**src/lmbfe_pkg.sv**
```systemverilog
`timescale 1ns / 1ps

package lmbfe_pkg;

    // Command codes carried in the input tuser field
    localparam logic [1:0] CMD_START  = 2'd0;
    localparam logic [1:0] CMD_DATA   = 2'd1;
    localparam logic [1:0] CMD_COMMIT = 2'd2;

    localparam int         NARROW_DATA   = 7;
    localparam int         MASK_W        = 7;
    localparam int         PRE_LEN       = 3;
    localparam logic [7:0] PREAMBLE_BYTE = 8'hFF;
    localparam logic [7:0] LSB_CLEAR     = 8'hFE;

    typedef enum logic [1:0] {
        S_IDLE,
        S_PRE,
        S_MASK,
        S_DATA
    } t_state;

    typedef enum logic [1:0] {
        SEL_PRE,
        SEL_MASK,
        SEL_DATA
    } t_out_sel;

    // Controller to datapath
    typedef struct packed {
        logic     byte_wr;
        logic     blk_clr;
        logic     mode_wr;
        logic     cnt_clr;
        logic     cnt_inc;
        logic     out_ld;
        t_out_sel out_sel;
        logic     out_last;
    } t_dp_cmd;

    // Datapath to controller
    typedef struct packed {
        logic full_on_wr;
        logic fill_zero;
        logic cnt_pre_last;
        logic cnt_data_last;
        logic out_free;
    } t_dp_sts;

endpackage

```
**src/lmbfe_ctrl.sv**
```systemverilog
`timescale 1ns / 1ps

module lmbfe_ctrl
    import lmbfe_pkg::*;
(
    input  logic       i_clk,
    input  logic       i_rst_n,
    input  logic       i_s_valid,
    input  logic [1:0] i_s_cmd,
    input  logic       i_cfg_valid,
    input  t_dp_sts    i_sts,
    output logic       o_s_ready,
    output logic       o_cfg_ready,
    output t_dp_cmd    o_cmd
);

    t_state r_state;
    t_state n_state;
    logic   w_in_acc;
    logic   w_cfg_acc;

    // Take items and register writes only between transactions of output work
    assign o_s_ready   = (r_state == S_IDLE);
    assign o_cfg_ready = (r_state == S_IDLE) && !i_s_valid;
    assign w_in_acc    = i_s_valid && o_s_ready;
    assign w_cfg_acc   = i_cfg_valid && o_cfg_ready;

    // Advance state
    always_ff @(posedge i_clk) begin
        if (!i_rst_n) begin
            r_state <= S_IDLE;
        end else begin
            r_state <= n_state;
        end
    end

    // Next state
    always_comb begin
        n_state = r_state;
        unique case (r_state)
            S_IDLE: begin
                if (w_in_acc) begin
                    case (i_s_cmd)
                        CMD_START:  n_state = S_PRE;
                        CMD_DATA:   n_state = i_sts.full_on_wr ? S_MASK : S_IDLE;
                        CMD_COMMIT: n_state = i_sts.fill_zero ? S_IDLE : S_MASK;
                        default:    n_state = S_IDLE;
                    endcase
                end
            end
            S_PRE: begin
                if (i_sts.out_free && i_sts.cnt_pre_last) n_state = S_IDLE;
            end
            S_MASK: begin
                if (i_sts.out_free) n_state = S_DATA;
            end
            S_DATA: begin
                if (i_sts.out_free && i_sts.cnt_data_last) n_state = S_IDLE;
            end
            default: n_state = S_IDLE;
        endcase
    end

    // Datapath commands
    always_comb begin
        o_cmd         = '0;
        o_cmd.out_sel = SEL_PRE;
        unique case (r_state)
            S_IDLE: begin
                if (w_cfg_acc) begin
                    o_cmd.mode_wr = 1'b1;
                    o_cmd.blk_clr = 1'b1;
                end
                if (w_in_acc) begin
                    case (i_s_cmd)
                        CMD_START: begin
                            o_cmd.blk_clr = 1'b1;
                            o_cmd.cnt_clr = 1'b1;
                        end
                        CMD_DATA: o_cmd.byte_wr = 1'b1;
                        default: ;
                    endcase
                end
            end
            S_PRE: begin
                if (i_sts.out_free) begin
                    o_cmd.out_ld   = 1'b1;
                    o_cmd.out_sel  = SEL_PRE;
                    o_cmd.out_last = i_sts.cnt_pre_last;
                    o_cmd.cnt_inc  = 1'b1;
                end
            end
            S_MASK: begin
                if (i_sts.out_free) begin
                    o_cmd.out_ld  = 1'b1;
                    o_cmd.out_sel = SEL_MASK;
                    o_cmd.cnt_clr = 1'b1;
                end
            end
            S_DATA: begin
                if (i_sts.out_free) begin
                    o_cmd.out_ld   = 1'b1;
                    o_cmd.out_sel  = SEL_DATA;
                    o_cmd.out_last = i_sts.cnt_data_last;
                    o_cmd.cnt_inc  = 1'b1;
                    o_cmd.blk_clr  = i_sts.cnt_data_last;
                end
            end
            default: ;
        endcase
    end

endmodule

```
**src/lmbfe_dp.sv**
```systemverilog
`timescale 1ns / 1ps

module lmbfe_dp
    import lmbfe_pkg::*;
#(
    parameter int BLOCK_DATA_MAX = 14
) (
    input  logic       i_clk,
    input  logic       i_rst_n,
    input  t_dp_cmd    i_cmd,
    input  logic [7:0] i_data,
    input  logic       i_cfg_data,
    input  logic       i_m_ready,
    output t_dp_sts    o_sts,
    output logic       o_m_valid,
    output logic [7:0] o_m_byte,
    output logic       o_m_last
);

    localparam int CW = $clog2(BLOCK_DATA_MAX);
    localparam int FW = $clog2(BLOCK_DATA_MAX + 1);

    logic              r_mode;
    logic [FW-1:0]     r_fill;
    logic [MASK_W-1:0] r_mask;
    logic [7:0]        r_store [BLOCK_DATA_MAX];
    logic [CW-1:0]     r_cnt;
    logic              r_out_valid;
    logic [7:0]        r_out_byte;
    logic              r_out_last;

    logic [FW-1:0]     w_lim;
    logic              w_restart;
    logic [FW-1:0]     w_pos;
    logic [FW-1:0]     w_shift;
    logic [FW-1:0]     w_fill_inc;
    logic [MASK_W-1:0] w_mask_base;
    logic [MASK_W-1:0] n_mask;
    logic              w_takes;
    logic [7:0]        w_byte_clr;
    logic [7:0]        w_rd_byte;
    logic [7:0]        n_out_byte;

    // Store the byte; in wide mode only even slots give the mask an LSB
    always_comb begin
        w_lim       = r_mode ? FW'(BLOCK_DATA_MAX) : FW'(NARROW_DATA);
        w_restart   = (r_fill >= w_lim);
        w_pos       = w_restart ? '0 : r_fill;
        w_mask_base = w_restart ? '0 : r_mask;
        w_takes     = !r_mode || !w_pos[0];
        w_shift     = r_mode ? (w_pos >> 1) : w_pos;
        for (int k = 0; k < MASK_W; k++) begin
            n_mask[k] = w_mask_base[k] | (w_takes & i_data[0] & (w_shift == FW'(k)));
        end
        w_byte_clr = w_takes ? (i_data & LSB_CLEAR) : i_data;
        w_fill_inc = w_pos + FW'(1);
    end

    // Status for the controller
    always_comb begin
        o_sts.full_on_wr    = (w_fill_inc >= w_lim);
        o_sts.fill_zero     = (r_fill == '0);
        o_sts.cnt_pre_last  = (r_cnt == CW'(PRE_LEN - 1));
        o_sts.cnt_data_last = (FW'(r_cnt) == (r_fill - FW'(1)));
        o_sts.out_free      = !r_out_valid || i_m_ready;
    end

    // Mode register, fill count and mask
    always_ff @(posedge i_clk) begin
        if (!i_rst_n) begin
            r_mode <= 1'b0;
            r_fill <= '0;
            r_mask <= '0;
        end else begin
            if (i_cmd.mode_wr) r_mode <= i_cfg_data;
            if (i_cmd.blk_clr) begin
                r_fill <= '0;
                r_mask <= '0;
            end else if (i_cmd.byte_wr) begin
                r_fill <= w_fill_inc;
                r_mask <= n_mask;
            end
        end
    end

    // Block store
    always_ff @(posedge i_clk) begin
        if (i_cmd.byte_wr) r_store[w_pos[CW-1:0]] <= w_byte_clr;
    end

    assign w_rd_byte = r_store[r_cnt];

    // Emit counter, shared by preamble and block readout
    always_ff @(posedge i_clk) begin
        if (!i_rst_n) begin
            r_cnt <= '0;
        end else if (i_cmd.cnt_clr) begin
            r_cnt <= '0;
        end else if (i_cmd.cnt_inc) begin
            r_cnt <= r_cnt + CW'(1);
        end
    end

    // Select the next output byte
    always_comb begin
        unique case (i_cmd.out_sel)
            SEL_PRE:  n_out_byte = PREAMBLE_BYTE;
            SEL_MASK: n_out_byte = {1'b0, r_mask};
            SEL_DATA: n_out_byte = w_rd_byte;
            default:  n_out_byte = PREAMBLE_BYTE;
        endcase
    end

    // Output register: hold while stalled, drop valid once taken
    always_ff @(posedge i_clk) begin
        if (!i_rst_n) begin
            r_out_valid <= 1'b0;
        end else if (i_cmd.out_ld) begin
            r_out_valid <= 1'b1;
        end else if (i_m_ready) begin
            r_out_valid <= 1'b0;
        end
    end

    always_ff @(posedge i_clk) begin
        if (i_cmd.out_ld) begin
            r_out_byte <= n_out_byte;
            r_out_last <= i_cmd.out_last;
        end
    end

    assign o_m_valid = r_out_valid;
    assign o_m_byte  = r_out_byte;
    assign o_m_last  = r_out_last;

endmodule

```
**src/lsb_mask_block_frame_encoder.sv**
```systemverilog
`timescale 1ns / 1ps

// Byte-stream frame encoder. Commands arrive on the slave stream with the kind in tuser
// (start, data byte, commit) and the byte in tdata; encoded bytes leave one per cycle on
// the master stream while the sink is ready, with tlast on the final byte caused by each
// transaction. A data byte that does not complete a block is only stored. A start sends
// the 3 preamble bytes; a completed block or a non-empty commit sends a mask byte and
// then the N stored bytes (N up to 7, or up to BLOCK_DATA_MAX in wide mode). The single
// output byte register holds each byte, and the input is not taken while a block or
// preamble is being sent. A mode write through the cfg channel drops any partial block.
// No clearing pass follows reset.
module lsb_mask_block_frame_encoder
    import lmbfe_pkg::*;
#(
    parameter int BLOCK_DATA_MAX = 14
) (
    input  logic       i_clk,
    input  logic       i_rst_n,
    input  logic       i_s_axis_tvalid,
    output logic       o_s_axis_tready,
    input  logic [7:0] i_s_axis_tdata,  // [7:0] data_byte
    input  logic [1:0] i_s_axis_tuser,  // [1:0] cmd
    output logic       o_m_axis_tvalid,
    input  logic       i_m_axis_tready,
    output logic [7:0] o_m_axis_tdata,  // [7:0] out_byte
    output logic       o_m_axis_tlast,
    input  logic       i_cfg_valid,
    output logic       o_cfg_ready,
    input  logic       i_cfg_data       // wide_block_mode
);

    t_dp_cmd w_cmd;
    t_dp_sts w_sts;

    lmbfe_ctrl u_ctrl (
        .i_clk       (i_clk),
        .i_rst_n     (i_rst_n),
        .i_s_valid   (i_s_axis_tvalid),
        .i_s_cmd     (i_s_axis_tuser),
        .i_cfg_valid (i_cfg_valid),
        .i_sts       (w_sts),
        .o_s_ready   (o_s_axis_tready),
        .o_cfg_ready (o_cfg_ready),
        .o_cmd       (w_cmd)
    );

    lmbfe_dp #(
        .BLOCK_DATA_MAX (BLOCK_DATA_MAX)
    ) u_dp (
        .i_clk      (i_clk),
        .i_rst_n    (i_rst_n),
        .i_cmd      (w_cmd),
        .i_data     (i_s_axis_tdata),
        .i_cfg_data (i_cfg_data),
        .i_m_ready  (i_m_axis_tready),
        .o_sts      (w_sts),
        .o_m_valid  (o_m_axis_tvalid),
        .o_m_byte   (o_m_axis_tdata),
        .o_m_last   (o_m_axis_tlast)
    );

endmodule

```
**config.mk**
```make
export PLATFORM = sky130hd
export DESIGN_NAME = lsb_mask_block_frame_encoder
export DESIGN_NICKNAME = d
export VERILOG_FILES = /design/src/lmbfe_pkg.sv /design/src/lmbfe_ctrl.sv /design/src/lmbfe_dp.sv /design/src/lsb_mask_block_frame_encoder.sv
export SDC_FILE = /design/constraint.sdc
export NUM_CORES = 1
export LEC_CHECK = 0
export ABC_AREA = 1
export BUFFER_PORTS_ARGS = -buffer_cell sky130_fd_sc_hd__buf_2
export CORE_MARGIN = 2
export CORE_UTILIZATION = 35
export DETAILED_ROUTE_END_ITERATION = 10
export GPL_TIMING_DRIVEN = 1
export PLACE_DENSITY = 0.52
export SLEW_MARGIN = 10
export SYNTH_ARGS = -nofsm -noshare
export SYNTH_HDL_FRONTEND = slang
export SYNTH_SLANG_ARGS = --single-unit
```
**constraint.sdc**
```tcl
create_clock -name i_clk -period 6.2 [get_ports i_clk]
set_input_delay 0.62 -clock i_clk [delete_from_list [all_inputs] [get_ports i_clk]]
set_output_delay 0.62 -clock i_clk [all_outputs]
set_load 0.02 [all_outputs]
```
==> results of run 1 <==
layout make-up:
cell class                 instances  area, µm²  area share [%]
sequential                       144       4090            55.6
multi-input combinational        383       2000            27.2
clock buffer                      18        429            5.83
tap                              229        287            3.89
inverter                          56        216            2.94
clock inverter                    14        188            2.55
timing repair buffer              29        150            2.04
through the flow:
stage               instance area, µm²  hold WS [ns]
global route                      7360         0.500
floorplan                         6430         0.491
detailed placement                6740         0.525
CTS                               7360         0.480
global placement                  6740         0.522
finish                            7360         0.487
critical path: cells and delay by family, from the launching register on:
| kind | cells | cell delay, ns |
|---|---|---|
| adder cells (fa/ha/maj) | 2 | 0.53 |
| AND/OR/NAND/NOR | 4 | 1.24 |
| flip-flops | 1 | 0.41 |
| buffers and inverters | 4 | 0.48 |
how the worst max path moves through the flow:
| stage | start | end | slack (ns) |
|---|---|---|---|
| after global routing | u_dp.r_mode | u_dp.r_store[11][6] | 2.84 |
| final | u_dp.r_mode | u_dp.r_store[11][6] | 3.15 |
| after floorplan | u_dp.r_mode | u_dp.r_store[7][0] | 3.65 |
| after detailed placement | u_dp.r_mode | u_dp.r_store[11][1] | 3.14 |
| after CTS | u_dp.r_mode | u_dp.r_store[11][3] | 3.12 |
| after global placement | u_dp.r_mode | u_dp.r_store[11][1] | 3.29 |
placed cells by master, fill, tap and decap left out, types with 20 or more instances in the layout:
cell type,instances
o21ai_1,23
o21ai_0,52
ha_1,20
o22ai_1,22
nor2_1,79
nand3_1,27
edfxtp_1,121
dfxtp_1,23
inv_1,46
buf_2,27
nand2_1,98
routing by layer:
metal / vias to the layer above / routed length [µm]
met4: 0 / 359
met2: 116 / 7060
met5: - / 0
met1: 2128 / 7220
met3: 23 / 698
li1: 2160 / -
power breakdown:
part           switching, mW  internal [mW]
combinational          0.552          0.220
sequential            0.0258           1.11
clock                  0.396          0.673
kinds of logic (layout without fill, tap and decap cells):
family          count (synthesis)  count (layout)  synth area share (%)
compound gates                132             132                  11.6
xor+xnor                        2               2                 0.272
fa+ha+maj                      20              20                  3.89
buf+inv                        80             117                  5.31
flops                         144             144                  63.7
simple gates                  229             229                  15.3
sequential cells by signal, indices dropped and copies added, names as in the netlist, named ones only:
name and flops:
u_dp.o_m_last 1, u_dp.r_fill 4, u_ctrl.r_state 2, u_dp.r_cnt 4
u_dp.r_mask 7, u_dp.r_mode 1, u_dp.o_m_valid 1, u_dp.o_m_byte 8
u_dp.r_store 112
==> results by group, run 1 <==
Outcome
  • Status: finished, final reports clean

Global route
  • GRT Residual Overflow: 0
  • Grt peak-use layer: met2
  • M2 GR Usage: 25.3%
  • Met3 GRT Util: under 10%
  • Grt met1 use: 23.0%
  • First-pass GRT wire length: between 20 and 25 mm
  • Total GRT Usage: ~16%
  • Largest net degree at the start of global routing: between 50 and 60
  • Initial antenna violation count: 0
  • Vias in the first global route: roughly 4300

Synthesis
  • Post-synthesis cell type count: 35
  • Synth Area per Inst: 10.6 µm²
  • Most instantiated cells after synthesis: 121 x edfxtp_1, 98 x nand2_1, 79 x nor2_1
  • Asr flop ratio synth: 0%
  • Primary FF master, synth: edfxtp_1
  • Mapped Area: between 6000 and 7000 µm²
  • Sequential element share of the synthesized area: 63.7%
  • Post-synth EDFFs: approximately 120
  • Leading area contributor after synthesis: edfxtp_1
  • Post-Syn Instances: roughly 610
  • Most numerous cell in the Yosys netlist: edfxtp_1
  • Synth warnings: 0
  • Syn nets: ~640
  • Top post-synthesis cells by area: edfxtp_1 56%, dfxtp_1 7.2%, nand2_1 5.7%, nor2_1 4.6%, o21ai_0 4.0%
  • Top cell type's share of synthesized area: 56.5%
  • #FFs+latches synth: 144

Worst setup path
  • R2r setup slk: around 3.1 ns
  • CP peak stage delay: 0.91 ns
  • CP Data Arrival Time: about 3.1 ns
  • CP required: around 6.2 ns
  • Slowest-stage cell, CP: nor3_1
  • CP Class: reg -> reg
  • R2R depth: 10
  • CP max FO: 8
  • R2R Path End: u_dp.r_store[11][6]
  • Crit end category: flip-flop
  • Most frequent CP cell: inv_1
  • Critical-path cell list: inv_1, ha_1, inv_1, nand2_1, nand2_4, nand3_2, inv_1, ha_1, inv_1, nor3_1
  • Crit path launch type: flip-flop
  • Critical R2R Launch: u_dp.r_mode

Detailed routing
  • Routed vias/inst: approximately 5.1
  • DRC violations left: 0
  • DR WL/cell: roughly 18 µm
  • Drt initial violations: ~360
  • Vias: between 4000 and 5000
  • Final wirelength: about 15 mm
  • TritonRoute pass-1 iters: 5
  • Detail Route Antenna Nets: 0

Placement
  • DP Wirelength: a little over 10 mm
  • Placer Congestion: 0.849
  • DP Cell Count: 841
  • Port bufs: 27
  • Pre-CTS setup slack: around 3.1 ns

Die
  • Die area: 19500 µm²
  • Row count: between 40 and 50
  • Initial Utilization: 35.7%
  • Top-Level Pins: 28
  • Die extent in y: approximately 140 µm
  • Core ar.: about 18000 µm²
  • Die W: approximately 140 µm

Timing
  • Final worst slack: around 3.1 ns
  • RSZ-0062 raised after global routing: false
  • Setup Skew: approximately 0.011 ns
  • Setup_tns: 0 ns
  • Worst-margin pin slew: between 1 and 1.5 ns
  • Final setup fails: 0
  • Final Max Tran Viols: 0
  • Fin crit share: a little under 50%
  • Highest Clock Rate: 0.328 GHz
  • Final min period: roughly 3.1 ns
  • Relative slew margins: between 20% and 30%
  • Number of hold violations in the final report: 0

Finish
  • Number of diodes: 0
  • Fillcell total: 1755
  • Layout Area Growth over Synthesis: 14.5%
  • Utilization after layout: 40.9%
  • # nets final: ~670
  • Final std cells w/o fill: between 800 and 900
  • Layout cells sized above 1: ~14%

Clock tree
  • CTS Buffer Depth: 2
  • Clock transition at the registers of the reported paths: roughly 0.060 ns
  • Clock sinks: about 140
  • CTS Hold Bufs: 0
  • Postcts setup bufs: 0
  • Worst skew pair latency: ~0.42 ns
  • Number of H-tree levels: 4
  • TritonCTS clock tree: built
  • Clock root buffer: clkbuf_16
  • CTS Buf Count: 17
  • Post-CTS sizing: 0

Power
  • Overall power: 2.97 mW
  • Power Density: roughly 400 nW/µm²
  • VDD IR max: ~0.21 mV
  • Leakage: 2.78 nW

Hold path
  • Worst Hold Class: in -> reg
  • Hold worst-path end: u_ctrl.r_state[0]
  • Hold Crit Start: i_s_axis_tuser[0]
  • Hold Path Stages: 4

Job
  • Max Cap Violations: 0
(Power assumes the default switching activity.)
==> inputs of run 2 (changes only) <==
PLACE_DENSITY = 0.54   (was 0.52)
clock period = 2.7 ns   (was 6.2 ns; I/O delays follow)
==> run 2 against run 1 <==
Clock skew fell by 0.0023 ns. Critical path type unchanged. Cell count rose by 2.3%. Highest routed layer unchanged. First-iteration DRC count rose by 6.9%.
==> results by group, run 2 (synthesis results as in run 1) <==
Timing
  • Setup Skew: 0.00832 ns (was 0.0106 ns)
  • Worst-margin pin slew: 0.812 ns (was 1.12 ns)
  • Number of hold violations in the final report: 0 (unchanged)
  • Final setup fails: 0 (unchanged)
  • Setup_tns: 0 ns (unchanged)
  • Fin crit share: 89.1% (was 49.2%)
  • Hold_ws: 0.155 ns (was 0.487 ns)
  • Relative slew margins: 45.8% (was 24.8%)
  • Final min period: 2.41 ns (was 3.05 ns)
  • RSZ-0062 raised after global routing: false (unchanged)
  • Highest Clock Rate: 0.415 GHz (was 0.328 GHz)
  • Final Max Tran Viols: 0 (unchanged)

Placement
  • DP Wirelength: 10.1 mm (was 10.2 mm)
  • Placer Congestion: 0.808 (was 0.849)
  • Port bufs: 27 (unchanged)
  • DP Cell Count: 858 (was 841)

Worst setup path
  • Critical R2R Launch: u_dp.r_fill[3] (was u_dp.r_mode)
  • Crit path launch type: flip-flop (unchanged)
  • Buf/Inv on CP: 0 (was 4)
  • R2R Path End: u_ctrl.r_state[1] (was u_dp.r_store[11][6])
  • CP peak stage delay: 0.46 ns (was 0.91 ns)
  • Critical-path cell list: ha_1, nand2_2, nor2_4, nand2_4, nand2_4, nor2_4, nand3_1, nand2_1, o21ai_2, ha_1, nand2_1, a21oi_1, nand3_1, nand2_1, nand2_1, nand2_1, nand2_1, a21oi_1 (was inv_1, ha_1, inv_1, nand2_1, nand2_4, nand3_2, inv_1, ha_1, inv_1, nor3_1)
  • Crit end category: flip-flop (unchanged)
  • R2r setup slk: 0.29 ns (was 3.15 ns)
  • CP top delay family: simple AND/OR/NAND/NOR gates (unchanged)
  • Most frequent CP cell: nand2_1 (was inv_1)
  • CP Class: reg -> reg (unchanged)
  • CP Data Arrival Time: 2.76 ns (was 3.08 ns)
  • CP required: 3.05 ns (was 6.23 ns)
  • CP max FO: 6 (was 8)
  • Slowest-stage cell, CP: dfxtp_1 (was nor3_1)
  • Worst setup path end: u_ctrl.r_state[1] (was u_dp.r_store[11][6])
  • Worst Setup SP: u_dp.r_fill[3] (was u_dp.r_mode)
  • R2R depth: 18 (was 10)
  • Crit path depth: 18 (was 10)

Die
  • Top-Level Pins: 28 (unchanged)
  • Initial Utilization: 35.7% (unchanged)
  • Row count: 49 (unchanged)
  • Die W: 140 µm (unchanged)
  • Core ar.: 18000 µm² (unchanged)
  • Die extent in y: 140 µm (unchanged)
  • Die area: 19500 µm² (unchanged)

Job
  • Max Cap Violations: 0 (unchanged)

Global route
  • Initial antenna violation count: 0 (unchanged)
  • First-pass GRT wire length: 23.9 mm (was 24.4 mm)
  • GRT Residual Overflow: 0 (unchanged)
  • Largest net degree at the start of global routing: 57 (was 58)
  • Vias in the first global route: 4396 (was 4279)
  • Total GRT Usage: 16.1% (was 16.5%)

Finish
  • Most frequent cells in the layout: 121 x edfxtp_1, 98 x nand2_1, 79 x nor2_1 (unchanged)
  • Max reg flops: 112 (unchanged)
  • Layout cells sized above 1: 16.3% (was 13.5%)
  • Final std cells w/o fill: 893 (was 873)
  • Area of the multi-input gates: 2000 µm² (about the same)
  • Utilization after layout: 41.2% (was 40.9%)
  • Fillcell total: 1753 (was 1755)
  • Commonest non-fill, non-tap cell in the layout: edfxtp_1 (unchanged)
  • Layout Area Growth over Synthesis: 15.4% (was 14.5%)
  • # nets final: 687 (was 667)
  • FF+latch area: 4100 µm² (was 4090 µm²)
  • Number of diodes: 0 (unchanged)

Detailed routing
  • Detail Route Antenna Nets: 0 (unchanged)
  • Drt initial violations: 389 (was 364)
  • Final wirelength: 15.3 mm (about the same)
  • Vias: 4517 (was 4427)
  • DRC violations left: 0 (unchanged)
  • Routed vias/inst: 5.06 (was 5.07)
  • TritonRoute pass-1 iters: 5 (unchanged)
  • DR WL/cell: 17.1 µm (was 17.6 µm)

Clock tree
  • Clock sinks: 144 (unchanged)
  • Clock root buffer: clkbuf_16 (unchanged)
  • Clock transition at the registers of the reported paths: 0.06 ns (about the same)
  • Number of H-tree levels: 4 (unchanged)
  • TritonCTS clock tree: built (unchanged)
  • CTS Buf Count: 17 (unchanged)
  • CTS Buffer Depth: 2 (unchanged)
  • CTS Hold Bufs: 0 (unchanged)
  • Worst skew pair latency: 0.42 ns (about the same)

Hold path
  • Worst Hold Class: in -> reg (unchanged)
  • Hold Path Stages: 3 (was 4)

Power
  • VDD IR max: 0.461 mV (was 0.209 mV)
  • Leakage: 2.84 nW (was 2.78 nW)
  • Power Density: 874 nW/µm² (was 404 nW/µm²)

Outcome
  • Status: finished, final reports clean (unchanged)
## run 2: how the worst min path moves through the flow
stage	from	endpoint	slack, ns
6_report	i_rst_n	u_ctrl.r_state[1]	0.16
5_1_grt	i_rst_n	u_ctrl.r_state[0]	0.15
4_1_cts	i_rst_n	u_dp.o_m_valid	0.14
3_5_place_dp	u_dp.r_mask[3]	u_dp.r_mask[3]	0.52
3_3_place_gp	u_dp.r_mask[3]	u_dp.r_mask[3]	0.52
2_1_floorplan	i_s_axis_tdata[1]	u_dp.r_store[0][1]	0.37
## run 2: final cells by class
class	count	share of cell area [%]
timing repair buffer	49	4.05
tap	229	3.86
inverter	56	2.92
clock buffer	22	6.25
sequential	144	55.2
clock inverter	10	0.860
multi-input combinational	383	26.9
## run 2: worst min-delay path, cell delays in order
cell     delay [ns]
buf_2          0.15
nand2_1        0.08
a21oi_1        0.03
## run 2: repair_timing
action / 4_1_cts / 5_1_grt
buffers inserted: 0 / 3
hold endpoints to repair: 0 / 0
gates resized for setup: 0 / 2
endpoints found under the setup margin: 0 / 1
## run 2: layer usage
layer	vias up	wire, µm	GRT usage (%)
met1	2193	6950	20.6
met5	-	0	0
met2	111	7490	26.6
met4	0	229	6.16
met3	19	629	3.75
li1	2194	-	-
## run 2: power by group
group	total [mW]	switching (mW)	internal [mW]
clock network	2.09	0.876	1.21
logic	1.80	1.25	0.547
registers	2.60	0.0630	2.54
## run 2: through the flow
| step | power, mW | setup WS (ns) | cell area (µm²) |
|---|---|---|---|
| after global routing | 6.83 | 0.0475 | 7420 |
| after global placement | 4.41 | 0.259 | 6870 |
| final | 6.49 | 0.293 | 7420 |
| after floorplan | 3.89 | 0.150 | 6430 |
| after CTS | 6.52 | 0.168 | 7400 |
| after detailed placement | 4.43 | 0.193 | 6870 |
